$ cat src/rtl/tkst_pkg.sv
`timescale 1ns / 1ps
// ----------------------------------------------------------------------------
// tkst_pkg
// Shared types and constants for the top-k score table.
// ----------------------------------------------------------------------------
package tkst_pkg;

    localparam int DEF_NUM_MODES     = 4;
    localparam int DEF_TABLE_ENTRIES = 8;
    localparam int DEF_NAME_BYTES    = 8;

    localparam int MODE_W  = 2;
    localparam int INDEX_W = 3;
    localparam int NAME_W  = 64;
    localparam int SCORE_W = 16;

    localparam logic [SCORE_W-1:0] EMPTY_SCORE = 16'hFFFF;
    localparam logic [7:0]         PAD_BYTE    = 8'h20;
    localparam logic [7:0]         ERASED_BYTE = 8'hFF;

    localparam logic REQ_INSERT = 1'b0;
    localparam logic REQ_READ   = 1'b1;

    typedef enum logic [2:0] {
        ST_CLEAR,
        ST_IDLE,
        ST_WALK,
        ST_READ,
        ST_READ_WAIT,
        ST_FINISH
    } tkst_state_t;

    typedef struct packed {
        logic clear_wr;
        logic load;
        logic walk;
        logic rd_issue;
        logic result_load;
    } tkst_cmd_t;

    typedef struct packed {
        logic in_read;
        logic in_skip;
        logic clear_last;
        logic walk_last;
        logic out_free;
    } tkst_status_t;

endpackage

$ cat src/rtl/tkst_req_if.sv
`timescale 1ns / 1ps
// ----------------------------------------------------------------------------
// tkst_req_if
// Request channel: insert or read, with valid/ready handshake.
// ----------------------------------------------------------------------------
interface tkst_req_if import tkst_pkg::*; ();
    logic               valid;
    logic               ready;
    logic               req_type;
    logic [MODE_W-1:0]  mode;
    logic [INDEX_W-1:0] entry_index;
    logic [NAME_W-1:0]  player_name;
    logic [SCORE_W-1:0] new_score;

    modport source (
        output valid, req_type, mode, entry_index, player_name, new_score,
        input  ready
    );
    modport sink (
        input  valid, req_type, mode, entry_index, player_name, new_score,
        output ready
    );
endinterface

$ cat src/rtl/tkst_rsp_if.sv
`timescale 1ns / 1ps
// ----------------------------------------------------------------------------
// tkst_rsp_if
// Response channel: one result item per request.
// ----------------------------------------------------------------------------
interface tkst_rsp_if import tkst_pkg::*; ();
    logic               valid;
    logic               ready;
    logic               inserted;
    logic [INDEX_W-1:0] insert_rank;
    logic [NAME_W-1:0]  entry_name;
    logic [SCORE_W-1:0] entry_score;
    logic               entry_empty;

    modport source (
        output valid, inserted, insert_rank, entry_name, entry_score, entry_empty,
        input  ready
    );
    modport sink (
        input  valid, inserted, insert_rank, entry_name, entry_score, entry_empty,
        output ready
    );
endinterface

$ cat src/rtl/tkst_ctrl.sv
`timescale 1ns / 1ps
// ----------------------------------------------------------------------------
// tkst_ctrl
// Sequencer: clearing pass, insert walk, entry read, result hand-off.
// ----------------------------------------------------------------------------
module tkst_ctrl import tkst_pkg::*; (
    input  logic         clk,
    input  logic         rst_n,
    input  logic         req_valid,
    output logic         req_ready,
    input  tkst_status_t status,
    output tkst_cmd_t    cmd
);

    tkst_state_t state_reg;
    tkst_state_t state_next;

    always_ff @(posedge clk or negedge rst_n)
    begin
        if (!rst_n)
        begin
            state_reg <= ST_CLEAR;
        end
        else
        begin
            state_reg <= state_next;
        end
    end

    always_comb
    begin
        state_next = state_reg;
        unique case (state_reg)
            ST_CLEAR:
            begin
                if (status.clear_last)
                begin
                    state_next = ST_IDLE;
                end
            end
            ST_IDLE:
            begin
                if (req_valid)
                begin
                    if (status.in_skip)
                    begin
                        state_next = ST_FINISH;
                    end
                    else if (status.in_read)
                    begin
                        state_next = ST_READ;
                    end
                    else
                    begin
                        state_next = ST_WALK;
                    end
                end
            end
            ST_WALK:
            begin
                if (status.walk_last)
                begin
                    state_next = ST_FINISH;
                end
            end
            ST_READ:
            begin
                state_next = ST_READ_WAIT;
            end
            ST_READ_WAIT:
            begin
                state_next = ST_FINISH;
            end
            ST_FINISH:
            begin
                if (status.out_free)
                begin
                    state_next = ST_IDLE;
                end
            end
            default:
            begin
                state_next = ST_CLEAR;
            end
        endcase
    end

    always_comb
    begin
        cmd       = '0;
        req_ready = 1'b0;
        unique case (state_reg)
            ST_CLEAR:
            begin
                cmd.clear_wr = 1'b1;
            end
            ST_IDLE:
            begin
                req_ready = 1'b1;
                cmd.load  = req_valid;
            end
            ST_WALK:
            begin
                cmd.walk = 1'b1;
            end
            ST_READ:
            begin
                cmd.rd_issue = 1'b1;
            end
            ST_READ_WAIT:
            begin
            end
            ST_FINISH:
            begin
                cmd.result_load = status.out_free;
            end
            default:
            begin
            end
        endcase
    end

endmodule

$ cat src/rtl/tkst_datapath.sv
`timescale 1ns / 1ps
// ----------------------------------------------------------------------------
// tkst_datapath
// Table memory, insert walk with carry-forward shift, result register.
// ----------------------------------------------------------------------------
module tkst_datapath import tkst_pkg::*; #(
    parameter int NUM_MODES     = DEF_NUM_MODES,
    parameter int TABLE_ENTRIES = DEF_TABLE_ENTRIES,
    parameter int NAME_BYTES    = DEF_NAME_BYTES
) (
    input  logic               clk,
    input  logic               rst_n,
    input  tkst_cmd_t          cmd,
    output tkst_status_t       status,
    input  logic               req_type,
    input  logic [MODE_W-1:0]  req_mode,
    input  logic [INDEX_W-1:0] req_entry_index,
    input  logic [NAME_W-1:0]  req_player_name,
    input  logic [SCORE_W-1:0] req_new_score,
    output logic               rsp_valid,
    input  logic               rsp_ready,
    output logic               rsp_inserted,
    output logic [INDEX_W-1:0] rsp_insert_rank,
    output logic [NAME_W-1:0]  rsp_entry_name,
    output logic [SCORE_W-1:0] rsp_entry_score,
    output logic               rsp_entry_empty
);

    localparam int TNAME_W = 8 * NAME_BYTES;
    localparam int ENTRY_W = TNAME_W + SCORE_W;
    localparam int DEPTH   = NUM_MODES * TABLE_ENTRIES;
    localparam int ADDR_W  = (DEPTH > 1) ? $clog2(DEPTH) : 1;
    localparam int IDX_W   = (TABLE_ENTRIES > 1) ? $clog2(TABLE_ENTRIES) : 1;
    localparam int CNT_W   = $clog2(TABLE_ENTRIES + 1);

    logic [ENTRY_W-1:0] mem [DEPTH];
    logic [ENTRY_W-1:0] rdata_reg;

    logic [ADDR_W-1:0]  clr_cnt_reg, clr_cnt_next;
    logic [CNT_W-1:0]   idx_reg, idx_next;
    logic               pend_reg;
    logic               found_reg, found_next;
    logic               out_valid_reg, out_valid_next;

    logic [ADDR_W-1:0]  base_reg;
    logic [IDX_W-1:0]   rank_reg, rank_next;
    logic [ENTRY_W-1:0] new_entry_reg;
    logic [ENTRY_W-1:0] carry_reg;
    logic [IDX_W-1:0]   req_idx_reg;
    logic               is_read_reg;
    logic               skip_reg;

    logic               out_inserted_reg;
    logic [INDEX_W-1:0] out_rank_reg;
    logic [NAME_W-1:0]  out_name_reg;
    logic [SCORE_W-1:0] out_score_reg;
    logic               out_empty_reg;

    logic [TNAME_W-1:0] padded_name;
    logic               walk_rd;
    logic               walk_proc;
    logic               qualify;
    logic               walk_wr;
    logic [IDX_W-1:0]   wr_idx;
    logic [SCORE_W-1:0] rd_score;
    logic               mem_we;
    logic               mem_re;
    logic [ADDR_W-1:0]  mem_waddr;
    logic [ADDR_W-1:0]  mem_raddr;
    logic [ENTRY_W-1:0] mem_wdata;
    logic [TNAME_W-1:0] res_name;
    logic [SCORE_W-1:0] res_score;

    // zero name bytes are stored as spaces
    always_comb
    begin
        for (int b = 0; b < NAME_BYTES; b++)
        begin
            padded_name[8*b +: 8] = (req_player_name[8*b +: 8] == 8'h00) ?
                                    PAD_BYTE : req_player_name[8*b +: 8];
        end
    end

    assign status.in_read    = (req_type == REQ_READ);
    assign status.in_skip    = (32'(req_mode) >= NUM_MODES) ||
                               ((req_type == REQ_READ) &&
                                (32'(req_entry_index) >= TABLE_ENTRIES));
    assign status.clear_last = (clr_cnt_reg == ADDR_W'(DEPTH - 1));
    assign status.walk_last  = pend_reg && (idx_reg == CNT_W'(TABLE_ENTRIES));
    assign status.out_free   = !out_valid_reg || rsp_ready;

    // walk: read slot i while slot i-1, from the insertion point on, is written with new item or carried entry
    assign walk_rd   = cmd.walk && (idx_reg < CNT_W'(TABLE_ENTRIES));
    assign walk_proc = cmd.walk && pend_reg;
    assign wr_idx    = IDX_W'(idx_reg - CNT_W'(1));
    assign rd_score  = rdata_reg[SCORE_W-1:0];
    assign qualify   = !found_reg &&
                       ((rd_score == EMPTY_SCORE) ||
                        (new_entry_reg[SCORE_W-1:0] > rd_score));
    assign walk_wr   = walk_proc && (found_reg || qualify);

    assign mem_re    = walk_rd || cmd.rd_issue;
    assign mem_raddr = base_reg + (cmd.rd_issue ? ADDR_W'(req_idx_reg)
                                                : ADDR_W'(idx_reg[IDX_W-1:0]));
    assign mem_we    = cmd.clear_wr || walk_wr;
    assign mem_waddr = cmd.clear_wr ? clr_cnt_reg : (base_reg + ADDR_W'(wr_idx));
    assign mem_wdata = cmd.clear_wr ? {ENTRY_W{1'b1}}
                                    : (found_reg ? carry_reg : new_entry_reg);

    always_ff @(posedge clk)
    begin
        if (mem_we)
        begin
            mem[mem_waddr] <= mem_wdata;
        end
    end

    always_ff @(posedge clk)
    begin
        if (mem_re)
        begin
            rdata_reg <= mem[mem_raddr];
        end
    end

    always_comb
    begin
        clr_cnt_next   = clr_cnt_reg;
        idx_next       = idx_reg;
        found_next     = found_reg;
        rank_next      = rank_reg;
        out_valid_next = out_valid_reg;
        if (cmd.clear_wr)
        begin
            clr_cnt_next = clr_cnt_reg + ADDR_W'(1);
        end
        if (cmd.load)
        begin
            idx_next   = '0;
            found_next = 1'b0;
            rank_next  = '0;
        end
        else
        begin
            if (walk_rd)
            begin
                idx_next = idx_reg + CNT_W'(1);
            end
            if (walk_proc && qualify)
            begin
                found_next = 1'b1;
                rank_next  = wr_idx;
            end
        end
        if (cmd.result_load)
        begin
            out_valid_next = 1'b1;
        end
        else if (rsp_ready)
        begin
            out_valid_next = 1'b0;
        end
    end

    always_ff @(posedge clk or negedge rst_n)
    begin
        if (!rst_n)
        begin
            clr_cnt_reg   <= '0;
            idx_reg       <= '0;
            pend_reg      <= 1'b0;
            found_reg     <= 1'b0;
            rank_reg      <= '0;
            out_valid_reg <= 1'b0;
        end
        else
        begin
            clr_cnt_reg   <= clr_cnt_next;
            idx_reg       <= idx_next;
            pend_reg      <= walk_rd;
            found_reg     <= found_next;
            rank_reg      <= rank_next;
            out_valid_reg <= out_valid_next;
        end
    end

    always_comb
    begin
        if (skip_reg)
        begin
            res_name  = {NAME_BYTES{ERASED_BYTE}};
            res_score = EMPTY_SCORE;
        end
        else
        begin
            res_name  = rdata_reg[ENTRY_W-1:SCORE_W];
            res_score = rd_score;
        end
    end

    always_ff @(posedge clk)
    begin
        if (cmd.load)
        begin
            base_reg      <= ADDR_W'(32'(req_mode) * TABLE_ENTRIES);
            new_entry_reg <= {padded_name, req_new_score};
            req_idx_reg   <= IDX_W'(req_entry_index);
            is_read_reg   <= (req_type == REQ_READ);
            skip_reg      <= status.in_skip;
        end
        if (walk_wr)
        begin
            carry_reg <= rdata_reg;
        end
        if (cmd.result_load)
        begin
            if (is_read_reg)
            begin
                out_inserted_reg <= 1'b0;
                out_rank_reg     <= '0;
                out_name_reg     <= NAME_W'(res_name);
                out_score_reg    <= res_score;
                out_empty_reg    <= (res_score == EMPTY_SCORE);
            end
            else
            begin
                out_inserted_reg <= found_reg;
                out_rank_reg     <= INDEX_W'(rank_reg);
                out_name_reg     <= '0;
                out_score_reg    <= '0;
                out_empty_reg    <= 1'b0;
            end
        end
    end

    assign rsp_valid       = out_valid_reg;
    assign rsp_inserted    = out_inserted_reg;
    assign rsp_insert_rank = out_rank_reg;
    assign rsp_entry_name  = out_name_reg;
    assign rsp_entry_score = out_score_reg;
    assign rsp_entry_empty = out_empty_reg;

endmodule

$ cat src/rtl/top_k_score_table_insert.sv
`timescale 1ns / 1ps
// ----------------------------------------------------------------------------
// top_k_score_table_insert
// Per-mode descending score tables with sorted insert and entry read.
// ----------------------------------------------------------------------------
// Insert: the walk reads each slot of the mode's table in turn and rewrites
//   every slot from the insertion point on (new item, then carried entries).
// Read: the entry comes from a registered memory read.
// Out-of-range request: no memory access. One item is in flight at a time.
// Reset: a clearing pass writes all NUM_MODES * TABLE_ENTRIES slots with all
//   ones; no item is taken until it ends.
// ----------------------------------------------------------------------------
module top_k_score_table_insert import tkst_pkg::*; #(
    parameter int NUM_MODES     = DEF_NUM_MODES,
    parameter int TABLE_ENTRIES = DEF_TABLE_ENTRIES,
    parameter int NAME_BYTES    = DEF_NAME_BYTES
) (
    input logic        clk,
    input logic        rst_n,
    tkst_req_if.sink   req,
    tkst_rsp_if.source rsp
);

    tkst_cmd_t    cmd;
    tkst_status_t status;

    tkst_ctrl u_ctrl (
        .clk       (clk),
        .rst_n     (rst_n),
        .req_valid (req.valid),
        .req_ready (req.ready),
        .status    (status),
        .cmd       (cmd)
    );

    tkst_datapath #(
        .NUM_MODES     (NUM_MODES),
        .TABLE_ENTRIES (TABLE_ENTRIES),
        .NAME_BYTES    (NAME_BYTES)
    ) u_datapath (
        .clk             (clk),
        .rst_n           (rst_n),
        .cmd             (cmd),
        .status          (status),
        .req_type        (req.req_type),
        .req_mode        (req.mode),
        .req_entry_index (req.entry_index),
        .req_player_name (req.player_name),
        .req_new_score   (req.new_score),
        .rsp_valid       (rsp.valid),
        .rsp_ready       (rsp.ready),
        .rsp_inserted    (rsp.inserted),
        .rsp_insert_rank (rsp.insert_rank),
        .rsp_entry_name  (rsp.entry_name),
        .rsp_entry_score (rsp.entry_score),
        .rsp_entry_empty (rsp.entry_empty)
    );

    a_one_at_a_time: assert property (@(posedge clk) disable iff (!rst_n)
        req.valid && req.ready |=> !req.ready)
        else $error("item accepted while another is in flight");

    a_insert_no_entry: assert property (@(posedge clk) disable iff (!rst_n)
        rsp.valid && rsp.inserted |-> !rsp.entry_empty && (rsp.entry_score == '0))
        else $error("insert result carries entry fields");

    a_rank_only_on_insert: assert property (@(posedge clk) disable iff (!rst_n)
        rsp.valid && !rsp.inserted |-> (rsp.insert_rank == '0))
        else $error("nonzero rank without an insert");

endmodule

$ cat src/flat_wrapper.sv
// flat-port wrapper written by rule: the top's interface ports become plain ports
module top_k_score_table_insert_flat import tkst_pkg::*;
#(
    parameter int NUM_MODES     = DEF_NUM_MODES,
    parameter int TABLE_ENTRIES = DEF_TABLE_ENTRIES,
    parameter int NAME_BYTES    = DEF_NAME_BYTES
)
  (clk, rst_n, req_valid, req_req_type, req_mode, req_entry_index, req_player_name, req_new_score, req_ready, rsp_valid, rsp_inserted, rsp_insert_rank, rsp_entry_name, rsp_entry_score, rsp_entry_empty, rsp_ready);
  tkst_req_if req_i ();
  tkst_rsp_if rsp_i ();
  input logic clk;
  input logic rst_n;
  input wire logic [$bits(req_i.valid)-1:0] req_valid;
  input wire logic [$bits(req_i.req_type)-1:0] req_req_type;
  input wire logic [$bits(req_i.mode)-1:0] req_mode;
  input wire logic [$bits(req_i.entry_index)-1:0] req_entry_index;
  input wire logic [$bits(req_i.player_name)-1:0] req_player_name;
  input wire logic [$bits(req_i.new_score)-1:0] req_new_score;
  output wire logic [$bits(req_i.ready)-1:0] req_ready;
  output wire logic [$bits(rsp_i.valid)-1:0] rsp_valid;
  output wire logic [$bits(rsp_i.inserted)-1:0] rsp_inserted;
  output wire logic [$bits(rsp_i.insert_rank)-1:0] rsp_insert_rank;
  output wire logic [$bits(rsp_i.entry_name)-1:0] rsp_entry_name;
  output wire logic [$bits(rsp_i.entry_score)-1:0] rsp_entry_score;
  output wire logic [$bits(rsp_i.entry_empty)-1:0] rsp_entry_empty;
  input wire logic [$bits(rsp_i.ready)-1:0] rsp_ready;
  assign req_i.valid = req_valid;
  assign req_i.req_type = req_req_type;
  assign req_i.mode = req_mode;
  assign req_i.entry_index = req_entry_index;
  assign req_i.player_name = req_player_name;
  assign req_i.new_score = req_new_score;
  assign req_ready = req_i.ready;
  assign rsp_valid = rsp_i.valid;
  assign rsp_inserted = rsp_i.inserted;
  assign rsp_insert_rank = rsp_i.insert_rank;
  assign rsp_entry_name = rsp_i.entry_name;
  assign rsp_entry_score = rsp_i.entry_score;
  assign rsp_entry_empty = rsp_i.entry_empty;
  assign rsp_i.ready = rsp_ready;
  top_k_score_table_insert #(.NUM_MODES(NUM_MODES), .TABLE_ENTRIES(TABLE_ENTRIES), .NAME_BYTES(NAME_BYTES)) u_core (.clk(clk), .rst_n(rst_n), .req(req_i), .rsp(rsp_i));
endmodule
$ cat config.mk
export PLATFORM = sky130hd
export DESIGN_NAME = top_k_score_table_insert_flat
export DESIGN_NICKNAME = d
export VERILOG_FILES = /design/src/rtl/tkst_pkg.sv /design/src/rtl/tkst_req_if.sv /design/src/rtl/tkst_rsp_if.sv /design/src/rtl/tkst_ctrl.sv /design/src/rtl/tkst_datapath.sv /design/src/rtl/top_k_score_table_insert.sv /design/src/flat_wrapper.sv
export SDC_FILE = /design/constraint.sdc
export NUM_CORES = 2
export LEC_CHECK = 0
export BUFFER_PORTS_ARGS = -buffer_cell sky130_fd_sc_hd__buf_2
export CAP_MARGIN = 20
export CORE_UTILIZATION = 25
export DETAILED_ROUTE_END_ITERATION = 8
export PLACE_DENSITY_LB_ADDON = 0.15
export REMOVE_ABC_BUFFERS = 1
export SETUP_SLACK_MARGIN = 0.02
export SLEW_MARGIN = 0
export SYNTH_ARGS = -nofsm -noshare
export SYNTH_HDL_FRONTEND = slang
export SYNTH_SLANG_ARGS = --single-unit
export TNS_END_PERCENT = 50
$ cat constraint.sdc
create_clock -name clk -period 13.85 [get_ports clk]
set_clock_uncertainty 0.05 [all_clocks]
set_input_delay 0 -clock clk [delete_from_list [all_inputs] [get_ports clk]]
set_output_delay 0 -clock clk [all_outputs]
set_load 0.01 [all_outputs]
==> metrics.md <==
| Metric | Value |
|---|---|
| Largest stage delay on the critical path | 800 ps |
| Count of pins on the block boundary | 177 |
| Final weighted congestion in routability-driven placement | 0.758 |
| Worst R2R Setup Slack | 7640 ps |
| Seq/Total Area, Yosys | 0.763 |
| Core box area | 0.456 mm2 |
| Cell with the largest stage delay on the worst path | sky130_fd_sc_hd__buf_4 |
| First-pass GRT wire length | 572000 um |
| Tightest slew margin relative to the limit | 0.229 |
| Resize count post-CTS | 0 |
| Via count of the first global-routing pass | 67200 |
| Most flop-heavy register | u_core.u_datapath.mem |
| Pwr Total | 29000 uW |
| Number of port buffers | 176 |
| TritonCTS Buffers | 339 |
| Iteration-0 DRC count of the detailed router | 6852 |
| Number of vias in the routed layout | 68200 |
| Starting density of the core | 0.251 |
| Post-layout min period | 6210 ps |
| Ys Warns | 0 |
| Max-cap violations | 0 |
| Total Routed Length | 424000 um |
| Most area-consuming cells after synthesis | sky130_fd_sc_hd__edfxtp_1 (76%), sky130_fd_sc_hd__mux2i_1 (7.5%), sky130_fd_sc_hd__nand2_1 (4.3%) |
| Hold WS | 34.9 ps |
| CP Max Fanout | 122 |
| Fraction of final layout cells sized beyond drive strength 1 | 0.118 |
| Most instantiated cells after synthesis | sky130_fd_sc_hd__edfxtp_1 (2891), sky130_fd_sc_hd__nand2_1 (1311), sky130_fd_sc_hd__mux2i_1 (861) |
| Startpoint kind of the worst setup timing path | flip-flop |
| Overall die width | 678 um |
| Post-detailed-route DRC marker count | 0 |
| Total of fill cells in the finished design | 45000 |
| Total count of max-transition violations in the final report | 0 |
| Top FF cell, synth | sky130_fd_sc_hd__edfxtp_1 |
| NumNets Final | 7949 |
| Synthesized netlist cell count | 7408 |
| Num rows | 248 |
| Unrepaired setup endpoints after global routing | false |
| Detailed-route wire length per cell | 30.0 um |
| Most frequent cell on the critical path | sky130_fd_sc_hd__buf_4 |
| CTS Root Buffer Type | sky130_fd_sc_hd__clkbuf_16 |
| Area added between synthesis and finish | 18.8% |
| CTS tree | done |
| HPWL after detailed placement | 229000 um |
| Mean cell area of the mapped netlist | 15.4 um2 |
| Hold violation count in the final report | 0 |
| Number of antenna violations at the first check in global routing | 44 |
| Final setup fails | 0 |
| Power density normalized to cell area | 214 mW/mm2 |
| Maximum VDD drop | 0.197 mV |
| Period Utilization, post-route | 0.448 |
| Maximum number of pins on one net before global-route repair | 132 |
| Area share of the leading cell type in the synthesized netlist | 0.759 |
| Area of the die | 0.460 mm2 |
| Multiplexer share of the synthesized area | 0.0793 |
| Clock Sink Count | 2909 |
| Hold-fix buffers, CTS | 174 |
| Post-CTS Setup Bufs | 0 |
| Count of state elements after synthesis | 2909 |
| Status | complete, no violations |
| Category of the critical setup timing path | reg2reg |
| Flip-flop count of the largest register, all copies and words added | 2560 |
| Sum of overflow across all layers after global routing | 0 |
| Post-Syn Area | 0.114 mm2 |
| Clock Path Buffers | 4 |
| Area fraction in compound gates after synthesis | 0.0536 |
| CTS clock-pin slew for the worst setup and hold paths | 60 ps |
| Crit. End Element | flip-flop |
| Synth cell types | 66 |
| Top-count cell post-synth | sky130_fd_sc_hd__edfxtp_1 |
| Buffer and inverter count on the worst path | 4 |
| Dominant combinational cell family by area after synthesis | simple AND/OR/NAND/NOR gates |
| Standby leakage power | 0.0459 uW |
| Endpoint arrival time on the critical path | 6800 ps |
| Worst Tran Pin Value | 1160 ps |
| Cell-by-cell listing of the critical path | nand3b_4 > a21oi_4 > buf_12 > buf_4 > buf_4 > buf_4 > mux2i_1 > o22ai_1 > nor4_1 > o211ai_1 |
| Kind of cell adding the most delay to the critical path | buffers and inverters |
| Path type of the worst min-delay path | in2reg |
| Required time of the critical path | 14440 ps |
| Synth Area in Simple Gates | 0.0817 |
| Async SR Flop Fraction | 0.00619 |
| Height of the die | 678 um |
| Fmax | 0.161 GHz |
| Clock latency on the worst-skew pair | 960 ps |
| Adder and majority gate portion of the synthesized area | 0.00230 |
| Post-DRT Antenna Nets | 0 |
| Count of flip-flops with a built-in enable after synthesis | 2891 |
| Average via count per standard cell | 4.83 |
| Synth area leader | sky130_fd_sc_hd__edfxtp_1 |
| Synth Area in XOR/XNOR | 0.000383 |
| Pre-Repair DR Iteration Count | 6 |
| Number of levels the H-tree was split into | 5 |
| Aggregate global-route resource usage | 0.178 |
worst reg2reg max path, cell delays in order, from the launching register on:
cell and delay, ps:
sky130_fd_sc_hd__dfrtp_1 650, sky130_fd_sc_hd__nand3b_4 470, sky130_fd_sc_hd__a21oi_4 340, sky130_fd_sc_hd__buf_12 600, sky130_fd_sc_hd__buf_4 880, sky130_fd_sc_hd__buf_4 800, sky130_fd_sc_hd__buf_4 840, sky130_fd_sc_hd__mux2i_1 350
sky130_fd_sc_hd__o22ai_1 120, sky130_fd_sc_hd__nor4_1 620, sky130_fd_sc_hd__o211ai_1 170
stage by stage:
step | instance area (um2) | setup TNS (ps) | instances | setup WS (ps) | utilization
final | 136000 | 0 | 14100 | 7640 | 0.298
after global routing | 136000 | 0 | 14100 | 7440 | 0.298
after CTS | 135000 | 0 | 14100 | 7760 | 0.296
after detailed placement | 123000 | 0 | 13300 | 7770 | 0.270
after global placement | 123000 | 0 | 13300 | 7820 | 0.269
after floorplan | 112000 | -1817180 | 6901 | -24640 | -
layer usage:
| layer | vias up | track usage | wire [um] |
|---|---|---|---|
| li1 | 29300 | - | - |
| met2 | 2255 | 0.285 | 196000 |
| met1 | 36100 | 0.247 | 190000 |
| met5 | - | 0 | 92 |
| met4 | 14 | 0.0487 | 11700 |
| met3 | 523 | 0.0336 | 26400 |
area by class of cell:
cell class | instances | area [um2] | share of cell area
tap | 6000 | 7510 | 0.0552
timing repair buffer | 596 | 5320 | 0.0391
sequential | 2909 | 87300 | 0.642
inverter | 22 | 90.1 | 0.000663
clock inverter | 166 | 1310 | 0.00965
clock buffer | 433 | 9040 | 0.0665
antenna | 15 | 37.5 | 0.000276
multi-input combinational | 3970 | 25300 | 0.186
where the power goes:
part	internal, uW	total (uW)	switching [uW]
Sequential	11700	12100	380
Clock	4910	8560	3650
Combinational	2240	8380	6140
cell families (layout without fill, tap and decap cells):
logic type | after synthesis | after routing
adders and majority gates | 21 | 21
muxes | 889 | 889
buffers and inverters | 529 | 1217
and+or+nand+nor | 2113 | 2113
other | 0 | 15
DFF | 2909 | 2909
AOI/OAI and AO/OA | 942 | 942
xor gates and xnor gates | 5 | 5
cell usage in the layout, fill, tap and decap left out, types with 10 or more instances in the layout:
master / n
sky130_fd_sc_hd__dlygate4sd3_1: 175
sky130_fd_sc_hd__a31oi_1: 22
sky130_fd_sc_hd__clkinv_1: 78
sky130_fd_sc_hd__nor4_1: 110
sky130_fd_sc_hd__diode_2: 15
sky130_fd_sc_hd__o211ai_1: 53
sky130_fd_sc_hd__mux4_2: 12
sky130_fd_sc_hd__dfrtp_1: 16
sky130_fd_sc_hd__clkbuf_1: 83
sky130_fd_sc_hd__nand3_1: 338
sky130_fd_sc_hd__and2_1: 139
sky130_fd_sc_hd__buf_16: 29
sky130_fd_sc_hd__o311ai_0: 21
sky130_fd_sc_hd__o2111ai_1: 93
sky130_fd_sc_hd__a21o_1: 12
sky130_fd_sc_hd__o22ai_1: 244
sky130_fd_sc_hd__clkbuf_16: 347
sky130_fd_sc_hd__nand2b_1: 10
sky130_fd_sc_hd__a21oi_1: 321
sky130_fd_sc_hd__nand2_1: 1304
sky130_fd_sc_hd__mux2_2: 15
sky130_fd_sc_hd__nor2_4: 22
sky130_fd_sc_hd__nor2b_1: 22
sky130_fd_sc_hd__a211oi_1: 90
sky130_fd_sc_hd__clkinv_2: 50
sky130_fd_sc_hd__inv_1: 20
sky130_fd_sc_hd__ha_1: 21
sky130_fd_sc_hd__nand4_1: 47
sky130_fd_sc_hd__o21ai_0: 10
sky130_fd_sc_hd__buf_12: 17
sky130_fd_sc_hd__mux2i_1: 859
sky130_fd_sc_hd__buf_2: 176
sky130_fd_sc_hd__buf_4: 192
sky130_fd_sc_hd__a32oi_1: 26
sky130_fd_sc_hd__nor2_1: 48
sky130_fd_sc_hd__bufinv_16: 17
sky130_fd_sc_hd__nor3_1: 20
sky130_fd_sc_hd__edfxtp_1: 2891
worst paths after layout:
check	end	start	cells after the start
worst min-delay path	u_core.u_datapath.new_entry_reg[7]$_DFFE_PP_	req_new_score[7]	2
worst max register to register	u_core.u_datapath.rdata_reg[20]$_DFFE_PP_	u_core.u_ctrl.state_reg[1]$_DFFE_PN0P_	10
worst max-delay path	u_core.u_datapath.rdata_reg[20]$_DFFE_PP_	u_core.u_ctrl.state_reg[1]$_DFFE_PN0P_	10
worst min register to register	u_core.u_datapath.carry_reg[76]$_DFFE_PP_	u_core.u_datapath.rdata_reg[76]$_DFFE_PP_	0
min in group asynchronous	u_core.u_datapath.rsp_valid$_DFFE_PN0P_	rst_n	4
max in group asynchronous	u_core.u_datapath.clr_cnt_reg[1]$_DFFE_PN0P_	rst_n	5
No activity file was read; power rests on OpenSTA's default activity.
